--- config.mk ---
export PLATFORM = sky130hd
export DESIGN_NAME = nearest_neighbor_scale_address_core
export DESIGN_NICKNAME = d
export VERILOG_FILES = /design/src/rtl/nnsa_pkg.sv /design/src/rtl/nnsa_div_pipe.sv /design/src/rtl/nearest_neighbor_scale_address_core.sv
export SDC_FILE = /design/constraint.sdc
export NUM_CORES = 2
export LEC_CHECK = 0
export BUFFER_PORTS_ARGS = -buffer_cell sky130_fd_sc_hd__clkbuf_2
export CAP_MARGIN = 20
export CORE_ASPECT_RATIO = 0.9
export CORE_UTILIZATION = 64
export DETAILED_ROUTE_END_ITERATION = 10
export PLACE_DENSITY_LB_ADDON = 0.08
export SYNTH_ARGS = -nofsm -noshare
export SYNTH_HDL_FRONTEND = slang
export SYNTH_SLANG_ARGS = --single-unit
--- constraint.sdc ---
create_clock -name clk -period 8.7 [get_ports clk]
set_clock_uncertainty 0.15 [all_clocks]
set_input_delay 0.435 -clock clk [delete_from_list [all_inputs] [get_ports clk]]
set_output_delay 0.435 -clock clk [all_outputs]
set_load 0.01 [all_outputs]
--- src/rtl/nnsa_pkg.sv ---
// ----------------------------------------------------------------------------
// nnsa_pkg - shared constants for the nearest neighbor scale address core
// Field widths, register index codes and default sizing of the datapath.
// ----------------------------------------------------------------------------
package nnsa_pkg;

	localparam int COORD_W        = 12;
	localparam int REG_W          = 13;
	localparam int REG_MAX        = (2 ** REG_W) - 1;
	localparam int INDEX_W        = 24;
	localparam int IN_DATA_W      = 2 * COORD_W;
	localparam int OUT_DATA_W     = 2 * COORD_W + INDEX_W;
	localparam int CFG_IDX_W      = 2;
	localparam int DEF_MAX_DIM    = 4096;
	// quotient bits resolved by each divider stage (the last stage may resolve fewer)
	localparam int BITS_PER_STAGE = 2;

	typedef enum logic [CFG_IDX_W-1:0] {
		CFG_SOURCE_WIDTH  = 2'd0,
		CFG_SOURCE_HEIGHT = 2'd1,
		CFG_DEST_WIDTH    = 2'd2,
		CFG_DEST_HEIGHT   = 2'd3
	} cfg_idx_t;

endpackage

--- src/rtl/nnsa_div_pipe.sv ---
// ----------------------------------------------------------------------------
// nnsa_div_pipe - pipelined restoring divider for one scaling axis
// Resolves up to BPS quotient bits per register stage; divisor is twice the size.
// ----------------------------------------------------------------------------
module nnsa_div_pipe
	import nnsa_pkg::*;
#(
	parameter int SZ_W   = 13,
	parameter int BPS    = BITS_PER_STAGE,
	parameter int STAGES = (SZ_W + BPS - 1) / BPS
) (
	input  logic              clk,
	input  logic [STAGES-1:0] en,
	input  logic [SZ_W-1:0]   size,
	input  logic [SZ_W:0]     rem_in,
	input  logic [SZ_W-1:0]   word_in,
	input  logic              ovf_in,
	output logic [SZ_W-1:0]   quo,
	output logic              ovf
);

	localparam int RW = SZ_W + 1;

	logic [RW-1:0]   div2;
	logic [RW-1:0]   rem_s  [STAGES];
	logic [SZ_W-1:0] word_s [STAGES];
	logic            ovf_s  [STAGES];

	assign div2 = {size, 1'b0};

	for (genvar j = 0; j < STAGES; j++) begin : g_stage
		logic [RW-1:0]   rem_prev;
		logic [SZ_W-1:0] word_prev;
		logic            ovf_prev;
		logic [RW-1:0]   rem_next;
		logic [SZ_W-1:0] word_next;

		if (j == 0) begin : g_first
			assign rem_prev  = rem_in;
			assign word_prev = word_in;
			assign ovf_prev  = ovf_in;
		end else begin : g_next
			assign rem_prev  = rem_s[j-1];
			assign word_prev = word_s[j-1];
			assign ovf_prev  = ovf_s[j-1];
		end

		// shift dividend bits out of the top of word, quotient bits in at the bottom
		always_comb begin
			logic [RW:0] trial;
			trial     = '0;
			rem_next  = rem_prev;
			word_next = word_prev;
			for (int b = 0; b < BPS; b++) begin
				if (j * BPS + b < SZ_W) begin
					trial     = {rem_next, word_next[SZ_W-1]};
					word_next = {word_next[SZ_W-2:0], 1'b0};
					if (trial >= {1'b0, div2}) begin
						trial        = trial - {1'b0, div2};
						word_next[0] = 1'b1;
					end
					rem_next = trial[RW-1:0];
				end
			end
		end

		always_ff @(posedge clk) begin
			if (en[j]) begin
				rem_s[j]  <= rem_next;
				word_s[j] <= word_next;
				ovf_s[j]  <= ovf_prev;
			end
		end
	end

	assign quo = word_s[STAGES-1];
	assign ovf = ovf_s[STAGES-1];

endmodule

--- src/rtl/nearest_neighbor_scale_address_core.sv ---
// ----------------------------------------------------------------------------
// nearest_neighbor_scale_address_core - source address for nearest neighbor
// Maps a destination pixel to the source pixel and its row-major index.
// ----------------------------------------------------------------------------
// Usage:
//   Write source and destination sizes through cfg_we / cfg_index / cfg_wdata
//   while no request is in flight. A size of zero acts as one; a size above
//   MAX_DIM acts as MAX_DIM.
//   Each request on s_tdata carries one destination pixel (dest_x, dest_y).
//   Each response on m_tdata / m_tuser carries source_x, source_y,
//   source_index and out_of_range, in request order.
//   Pipeline at the default MAX_DIM: one multiply stage, one numerator stage,
//   seven divider stages of up to two quotient bits each, one clamp stage,
//   one index stage.
//   Throughput: one request per cycle while m_tready is high, set by the fully pipelined divider.
//   Reset empties the pipeline and sets all four sizes to one.
//   When the receiver stalls, the response holds in the output stage and the
//   stages behind it fill up; s_tready stays high while any stage is free,
//   so nothing is lost or repeated.
// ----------------------------------------------------------------------------
module nearest_neighbor_scale_address_core
	import nnsa_pkg::*;
#(
	parameter int MAX_DIM = DEF_MAX_DIM
) (
	input  logic                  clk,
	input  logic                  arst_n,
	// write-only configuration port
	input  logic                  cfg_we,
	input  logic [CFG_IDX_W-1:0]  cfg_index,
	input  logic [REG_W-1:0]      cfg_wdata,
	// request stream
	input  logic                  s_tvalid,
	output logic                  s_tready,
	input  logic [IN_DATA_W-1:0]  s_tdata,   // dest_x, dest_y
	// response stream
	output logic                  m_tvalid,
	input  logic                  m_tready,
	output logic [OUT_DATA_W-1:0] m_tdata,   // source_x, source_y, source_index
	output logic                  m_tuser    // out_of_range
);

	// effective size range and datapath widths
	localparam int SZ_MAX     = (MAX_DIM < REG_MAX) ? MAX_DIM : REG_MAX;
	localparam int SZ_W       = $clog2(SZ_MAX + 1);
	localparam int RW         = SZ_W + 1;
	localparam int PW         = COORD_W + SZ_W;
	localparam int NUM_W      = PW + 1;
	localparam int HI_W       = NUM_W - SZ_W;
	localparam int IXW        = (2 * SZ_W + 1 > INDEX_W) ? 2 * SZ_W + 1 : INDEX_W;
	localparam int DIV_STAGES = (SZ_W + BITS_PER_STAGE - 1) / BITS_PER_STAGE;
	localparam int NSTG       = DIV_STAGES + 4;
	localparam int ST_S1      = 0;
	localparam int ST_S2      = 1;
	localparam int ST_DIV     = 2;
	localparam int ST_S3      = DIV_STAGES + 2;
	localparam int ST_S4      = DIV_STAGES + 3;

	// ------------------------------------------------------------------
	// Configuration: store sizes already saturated to 1..SZ_MAX
	// ------------------------------------------------------------------
	function automatic logic [SZ_W-1:0] eff_size(input logic [REG_W-1:0] v);
		if (v == '0) begin
			eff_size = SZ_W'(1);
		end else if (32'(v) > SZ_MAX) begin
			eff_size = SZ_W'(SZ_MAX);
		end else begin
			eff_size = SZ_W'(v);
		end
	endfunction

	logic [SZ_W-1:0] src_w_q, src_h_q, dst_w_q, dst_h_q;

	always_ff @(posedge clk or negedge arst_n) begin
		if (!arst_n) begin
			src_w_q <= SZ_W'(1);
			src_h_q <= SZ_W'(1);
			dst_w_q <= SZ_W'(1);
			dst_h_q <= SZ_W'(1);
		end else if (cfg_we) begin
			unique case (cfg_index)
				CFG_SOURCE_WIDTH:  src_w_q <= eff_size(cfg_wdata);
				CFG_SOURCE_HEIGHT: src_h_q <= eff_size(cfg_wdata);
				CFG_DEST_WIDTH:    dst_w_q <= eff_size(cfg_wdata);
				CFG_DEST_HEIGHT:   dst_h_q <= eff_size(cfg_wdata);
			endcase
		end
	end

	// ------------------------------------------------------------------
	// Pipeline control: a stage advances when it is empty or the stage
	// after it advances, so bubbles close up behind a stalled response.
	// ------------------------------------------------------------------
	logic [NSTG-1:0] vld_s;
	logic [NSTG-1:0] rdy;

	always_comb begin
		logic full;
		for (int k = 0; k < NSTG; k++) begin
			full = 1'b1;
			for (int j = k; j < NSTG; j++) begin
				full = full & vld_s[j];
			end
			rdy[k] = m_tready | ~full;
		end
	end

	always_ff @(posedge clk or negedge arst_n) begin
		if (!arst_n) begin
			vld_s <= '0;
		end else begin
			if (rdy[0]) begin
				vld_s[0] <= s_tvalid;
			end
			for (int k = 1; k < NSTG; k++) begin
				if (rdy[k]) begin
					vld_s[k] <= vld_s[k-1];
				end
			end
		end
	end

	assign s_tready = rdy[ST_S1];

	// ------------------------------------------------------------------
	// Stage 1: scale products dst * source_size, range flag
	// ------------------------------------------------------------------
	logic [COORD_W-1:0] dest_x, dest_y;
	logic [PW-1:0]      prod_x_s1, prod_y_s1;
	logic               oor_s1;

	assign dest_x = s_tdata[COORD_W-1:0];
	assign dest_y = s_tdata[2*COORD_W-1:COORD_W];

	always_ff @(posedge clk) begin
		if (rdy[ST_S1]) begin
			prod_x_s1 <= PW'(dest_x) * PW'(src_w_q);
			prod_y_s1 <= PW'(dest_y) * PW'(src_h_q);
			oor_s1    <= (PW'(dest_x) >= PW'(dst_w_q)) || (PW'(dest_y) >= PW'(dst_h_q));
		end
	end

	// ------------------------------------------------------------------
	// Stage 2: numerator 2*dst*src + dst_size; flag quotients that cannot
	// fit SZ_W bits (they clamp anyway) and seed the divider remainder
	// ------------------------------------------------------------------
	logic [NUM_W-1:0] num_x, num_y;
	logic [HI_W-1:0]  hi_x, hi_y;
	logic [RW-1:0]    div2_x, div2_y;
	logic [RW-1:0]    rem_x_s2, rem_y_s2;
	logic [SZ_W-1:0]  word_x_s2, word_y_s2;
	logic             ovf_x_s2, ovf_y_s2, oor_s2;

	assign num_x  = {prod_x_s1, 1'b0} + NUM_W'(dst_w_q);
	assign num_y  = {prod_y_s1, 1'b0} + NUM_W'(dst_h_q);
	assign hi_x   = num_x[NUM_W-1:SZ_W];
	assign hi_y   = num_y[NUM_W-1:SZ_W];
	assign div2_x = {dst_w_q, 1'b0};
	assign div2_y = {dst_h_q, 1'b0};

	always_ff @(posedge clk) begin
		if (rdy[ST_S2]) begin
			rem_x_s2  <= RW'(hi_x);
			rem_y_s2  <= RW'(hi_y);
			word_x_s2 <= num_x[SZ_W-1:0];
			word_y_s2 <= num_y[SZ_W-1:0];
			ovf_x_s2  <= NUM_W'(hi_x) >= NUM_W'(div2_x);
			ovf_y_s2  <= NUM_W'(hi_y) >= NUM_W'(div2_y);
			oor_s2    <= oor_s1;
		end
	end

	// ------------------------------------------------------------------
	// Divider stages: one pipelined divider per axis, range flag alongside
	// ------------------------------------------------------------------
	logic [SZ_W-1:0] quo_x, quo_y;
	logic            ovf_x, ovf_y;
	logic            oor_sd [DIV_STAGES];

	nnsa_div_pipe #(
		.SZ_W   (SZ_W),
		.BPS    (BITS_PER_STAGE),
		.STAGES (DIV_STAGES)
	) u_div_x (
		.clk     (clk),
		.en      (rdy[ST_DIV +: DIV_STAGES]),
		.size    (dst_w_q),
		.rem_in  (rem_x_s2),
		.word_in (word_x_s2),
		.ovf_in  (ovf_x_s2),
		.quo     (quo_x),
		.ovf     (ovf_x)
	);

	nnsa_div_pipe #(
		.SZ_W   (SZ_W),
		.BPS    (BITS_PER_STAGE),
		.STAGES (DIV_STAGES)
	) u_div_y (
		.clk     (clk),
		.en      (rdy[ST_DIV +: DIV_STAGES]),
		.size    (dst_h_q),
		.rem_in  (rem_y_s2),
		.word_in (word_y_s2),
		.ovf_in  (ovf_y_s2),
		.quo     (quo_y),
		.ovf     (ovf_y)
	);

	always_ff @(posedge clk) begin
		if (rdy[ST_DIV]) begin
			oor_sd[0] <= oor_s2;
		end
		for (int j = 1; j < DIV_STAGES; j++) begin
			if (rdy[ST_DIV + j]) begin
				oor_sd[j] <= oor_sd[j-1];
			end
		end
	end

	// ------------------------------------------------------------------
	// Stage 3: clamp each axis to source_size - 1
	// ------------------------------------------------------------------
	logic [SZ_W-1:0] lim_x, lim_y;
	logic [SZ_W-1:0] sx_s3, sy_s3;
	logic            oor_s3;

	assign lim_x = src_w_q - SZ_W'(1);
	assign lim_y = src_h_q - SZ_W'(1);

	always_ff @(posedge clk) begin
		if (rdy[ST_S3]) begin
			sx_s3  <= (ovf_x || (quo_x > lim_x)) ? lim_x : quo_x;
			sy_s3  <= (ovf_y || (quo_y > lim_y)) ? lim_y : quo_y;
			oor_s3 <= oor_sd[DIV_STAGES-1];
		end
	end

	// ------------------------------------------------------------------
	// Stage 4: row-major index; this stage is the output register
	// ------------------------------------------------------------------
	logic [IXW-1:0]     idx_full;
	logic [COORD_W-1:0] sx_s4, sy_s4;
	logic [INDEX_W-1:0] idx_s4;
	logic               oor_s4;

	assign idx_full = IXW'(sy_s3) * IXW'(src_w_q) + IXW'(sx_s3);

	always_ff @(posedge clk) begin
		if (rdy[ST_S4]) begin
			sx_s4  <= COORD_W'(sx_s3);
			sy_s4  <= COORD_W'(sy_s3);
			idx_s4 <= idx_full[INDEX_W-1:0];
			oor_s4 <= oor_s3;
		end
	end

	assign m_tvalid = vld_s[ST_S4];
	assign m_tdata  = {idx_s4, sy_s4, sx_s4};
	assign m_tuser  = oor_s4;

	// ------------------------------------------------------------------
	// Assertions
	// ------------------------------------------------------------------
	a_clamp_x: assert property (@(posedge clk) disable iff (!arst_n)
		vld_s[ST_S3] |-> (sx_s3 <= lim_x))
		else $error("source column beyond source width");

	a_clamp_y: assert property (@(posedge clk) disable iff (!arst_n)
		vld_s[ST_S3] |-> (sy_s3 <= lim_y))
		else $error("source row beyond source height");

	a_seed_rem: assert property (@(posedge clk) disable iff (!arst_n)
		(vld_s[ST_S2] && !ovf_x_s2) |-> (rem_x_s2 < div2_x))
		else $error("divider seed remainder not below divisor");

	a_free_slot: assert property (@(posedge clk) disable iff (!arst_n)
		!m_tvalid |-> s_tready)
		else $error("request refused with empty output stage");

	a_enter: assert property (@(posedge clk) disable iff (!arst_n)
		(s_tvalid && s_tready) |=> vld_s[ST_S1])
		else $error("accepted request lost at first stage");

endmodule

==> qor.yml <==
outcome:
  outcome: "completed"
sta:
  slew_headroom: 0.301
  worstMarginPinSlew_ns: 1.05
  rsz0062_at_grt: "no"
  setup_viol: 0
  setup_ws_ns: 1.58
  timing_hold_violations_final: 0
  max_freq_mhz: 140
  fin_crit_ns: 7.12
  period_share: 0.819
  holdWs_ns: 0.145
  slew_viol_final: 0
  finalSetupTns_ns: 0
synth:
  synth_top_family_by_area: "adder cells"
  synthFlopType: "edfxtp_1"
  synthTopCellsByArea: "edfxtp_1 30%, ha_1 14%, fa_1 13%, inv_1 4.4%, xnor2_1 3.9%"
  synth_compound_area_frac: 0.122
  synth_nets: 6544
  synth_seq_cells: 616
  synthAdderAreaFrac: 0.277
  synthMostInstantiatedCell: "inv_1"
  seq_area_frac_synth: 0.324
  synth_area_per_cell_um2: 10.2
  synth_commonest_cells: "655 x inv_1, 643 x ha_1, 553 x edfxtp_1"
  yosysUniqueCellTypes: 88
  synth_simple_gate_area_share: 0.125
  synth_async_sr_flop_share: 0.102
  synthCells: 5482
  yosys.area_share.xor_xnor: 0.0553
  synth.area.mux_share: 0.0425
  synth.top_cell.area_share: 0.296
  synth_edf_count: 553
  ys_warn_count: 0
  netlist_area_um2: 56100
  synth_top_area_cell: "edfxtp_1"
routing:
  wl_met2_mm: 64.1
  vias: 40800
  top_layer_used: "met5"
  wirelength_mm: 136
  met3_length_mm: 8.47
  drc: 0
  routedWlPerCell_um: 20.0
  ant_nets: 0
  drt_iter0_drc: 3064
  met1Wirelength_mm: 57.5
  first_pass_iters: 5
  viasPerCell: 6.02
setup_path:
  worstSetupPathType: "flip-flop to flip-flop"
  endpoint_kind: "flip-flop"
  critPathLaunchType: "flip-flop"
  reg2reg_to: "idx_s4[23]"
  crit_end: "idx_s4[23]"
  cp.arrival_ns: 7.36
  ff2ff_path_depth: 19
  crit_fanout: 28
  crit_start: "src_w_q[11]"
  required_ns: 8.93
  reg2reg_from: "src_w_q[11]"
  rrSetupSlack_ns: 1.58
clocking:
  numCtsBuffers: 70
  clk_path_buf_depth: 3
  htreeDepth: 3
  clk_pin_slew_ns: 0.06
  clk-insertion-delay-late_ns: 0.63
  cts_tree: "yes"
  cts_setup_buffers: 0
  cts_resized: 0
  cts.sinks: 616
  root_buffer: "clkbuf_16"
layout:
  finalNetCount: 6631
  fillers: 6508
  syn_to_final_growth_pct: 7.79
  layout-drive-gt1-share: 0.0912
  fin_util: 0.700
grt:
  antenna_found_initial: 2
  grt_usage: 0.312
  grt_overflow: 0
  grt_pass1_wl_mm: 216
  grt_max_degree: 64
  grt_pass1_vias: 40600
floorplan:
  fp-row-count: 102
  die_height_um: 283
  start_util: 0.649
  fp.dieW_um: 314
  boundaryPins: 95
  dieArea_um2: 88800
  core-area_um2: 86400
placed_design:
  place_ws_ns: 1.67
  io_buffers: 94
  hpwlAfterDp_mm: 100
  gp_congestion: 0.931
hold_path:
  hold_path_class: "input pin to flip-flop"
run:
  drv_cap: 0
logic make-up (layout without fill, tap and decap cells):
| logic type | Yosys count | after routing |
|---|---|---|
| buffers and inverters | 804 | 947 |
| DFF | 616 | 616 |
| xor gates and xnor gates | 354 | 354 |
| AOI/OAI and AO/OA | 1054 | 1054 |
| other | 0 | 2 |
| adders and majority gates | 1018 | 1018 |
| muxes | 214 | 214 |
| and+or+nand+nor | 1422 | 1422 |
repair_timing:
item                                    CTS  global route
hold buffers                              2             0
endpoints found under the setup margin    0             0
hold endpoints to repair                 60             0
layout make-up:
cell class              instances  area [um^2]  area share
inverters                     655         2460      0.0407
repair buffers                164         1020      0.0169
flip-flops and latches        616        18200       0.301
clock inverters                47          571     0.00944
multi-input cells            4062        34900       0.577
well taps                    1144         1430      0.0237
diodes                          2         5.00   0.0000828
clock buffers                  81         1890      0.0312
worst min path at each step:
stage	start	depth (start not counted)	slack (ns)	endpoint
floorplan	arst_n	0	-0.01	dst_h_q[10]
global placement	word_y_s2[1]	0	0.25	u_div_y.word_s[0][3]
detailed placement	oor_s2	0	0.25	oor_sd[0]
CTS	cfg_wdata[0]	3	0.12	dst_h_q[0]
global route	cfg_wdata[0]	3	0.12	src_h_q[0]
finish	cfg_wdata[0]	3	0.15	src_h_q[0]
metal layers:
metal / track usage / vias to the layer above
met3: 0.0542 / 290
met1: 0.408 / 19900
met4: 0.116 / 4
li1: - / 19300
met5: 0 / -
met2: 0.520 / 1249
registers in the layout, indices dropped and copies added, names as in the netlist, 7 cells and up:
signal,count
sx_s3,13
word_y_s2,13
u_div_x.word_s,91
vld_s,11
rem_y_s2,13
src_w_q,13
sy_s3,13
word_x_s2,13
u_div_y.word_s,91
sy_s4,12
u_div_x.rem_s,84
idx_s4,24
dst_h_q,13
rem_x_s2,13
prod_x_s1,25
dst_w_q,13
src_h_q,13
oor_sd,7
u_div_x.ovf_s,7
sx_s4,12
u_div_y.rem_s,84
u_div_y.ovf_s,7
prod_y_s1,25
worst max-delay path, stage by stage, from the launching register on:
cell       delay [ns]
dfrtp_1          0.95
nand2_1          0.17
fa_1             0.53
fa_1             0.54
inv_1            0.06
fa_1             0.50
fa_1             0.53
fa_1             0.55
inv_1            0.05
fa_1             0.49
inv_1            0.04
ha_1             0.36
a21o_1           0.20
a2111oi_0        0.40
o211ai_1         0.20
a31oi_1          0.33
o21ai_0          0.21
a21oi_1          0.34
a21oi_1          0.13
xnor2_1          0.14
placed cells by master, fill, tap and decap left out, types with 21 or more instances in the layout:
master / synthesis / layout
nand4_1: 61 / 61
fa_1: 375 / 375
a31oi_1: 21 / 21
a21oi_1: 294 / 294
clkbuf_2: 0 / 93
a21o_1: 133 / 133
dfrtp_1: 59 / 59
mux2_2: 161 / 161
o21a_1: 49 / 49
edfxtp_1: 553 / 553
mux2i_1: 44 / 44
nor2b_1: 63 / 63
xor2_1: 102 / 102
buf_4: 3 / 66
nand2b_1: 66 / 66
o21ai_0: 244 / 243
nand3_1: 66 / 64
o21bai_1: 40 / 40
nor4_1: 24 / 24
or3_1: 29 / 29
clkbuf_16: 0 / 74
xnor2_1: 252 / 252
o221ai_1: 23 / 23
nor2_1: 203 / 203
nor3_1: 68 / 68
and3_1: 36 / 36
inv_1: 655 / 652
nand2_1: 530 / 528
and2_1: 216 / 216
a211oi_1: 48 / 47
o31ai_1: 35 / 33
ha_1: 643 / 643
per-stage QoR:
step	cells	cell area, um^2
3_3_place_gp	6635	57900
6_report	6771	60400
5_1_grt	6769	60400
2_1_floorplan	5482	56100
3_5_place_dp	6636	57900
4_1_cts	6766	60400
Power is not shown: default switching activity piles up to over one toggle a cycle in this logic, so the estimate is an artifact.
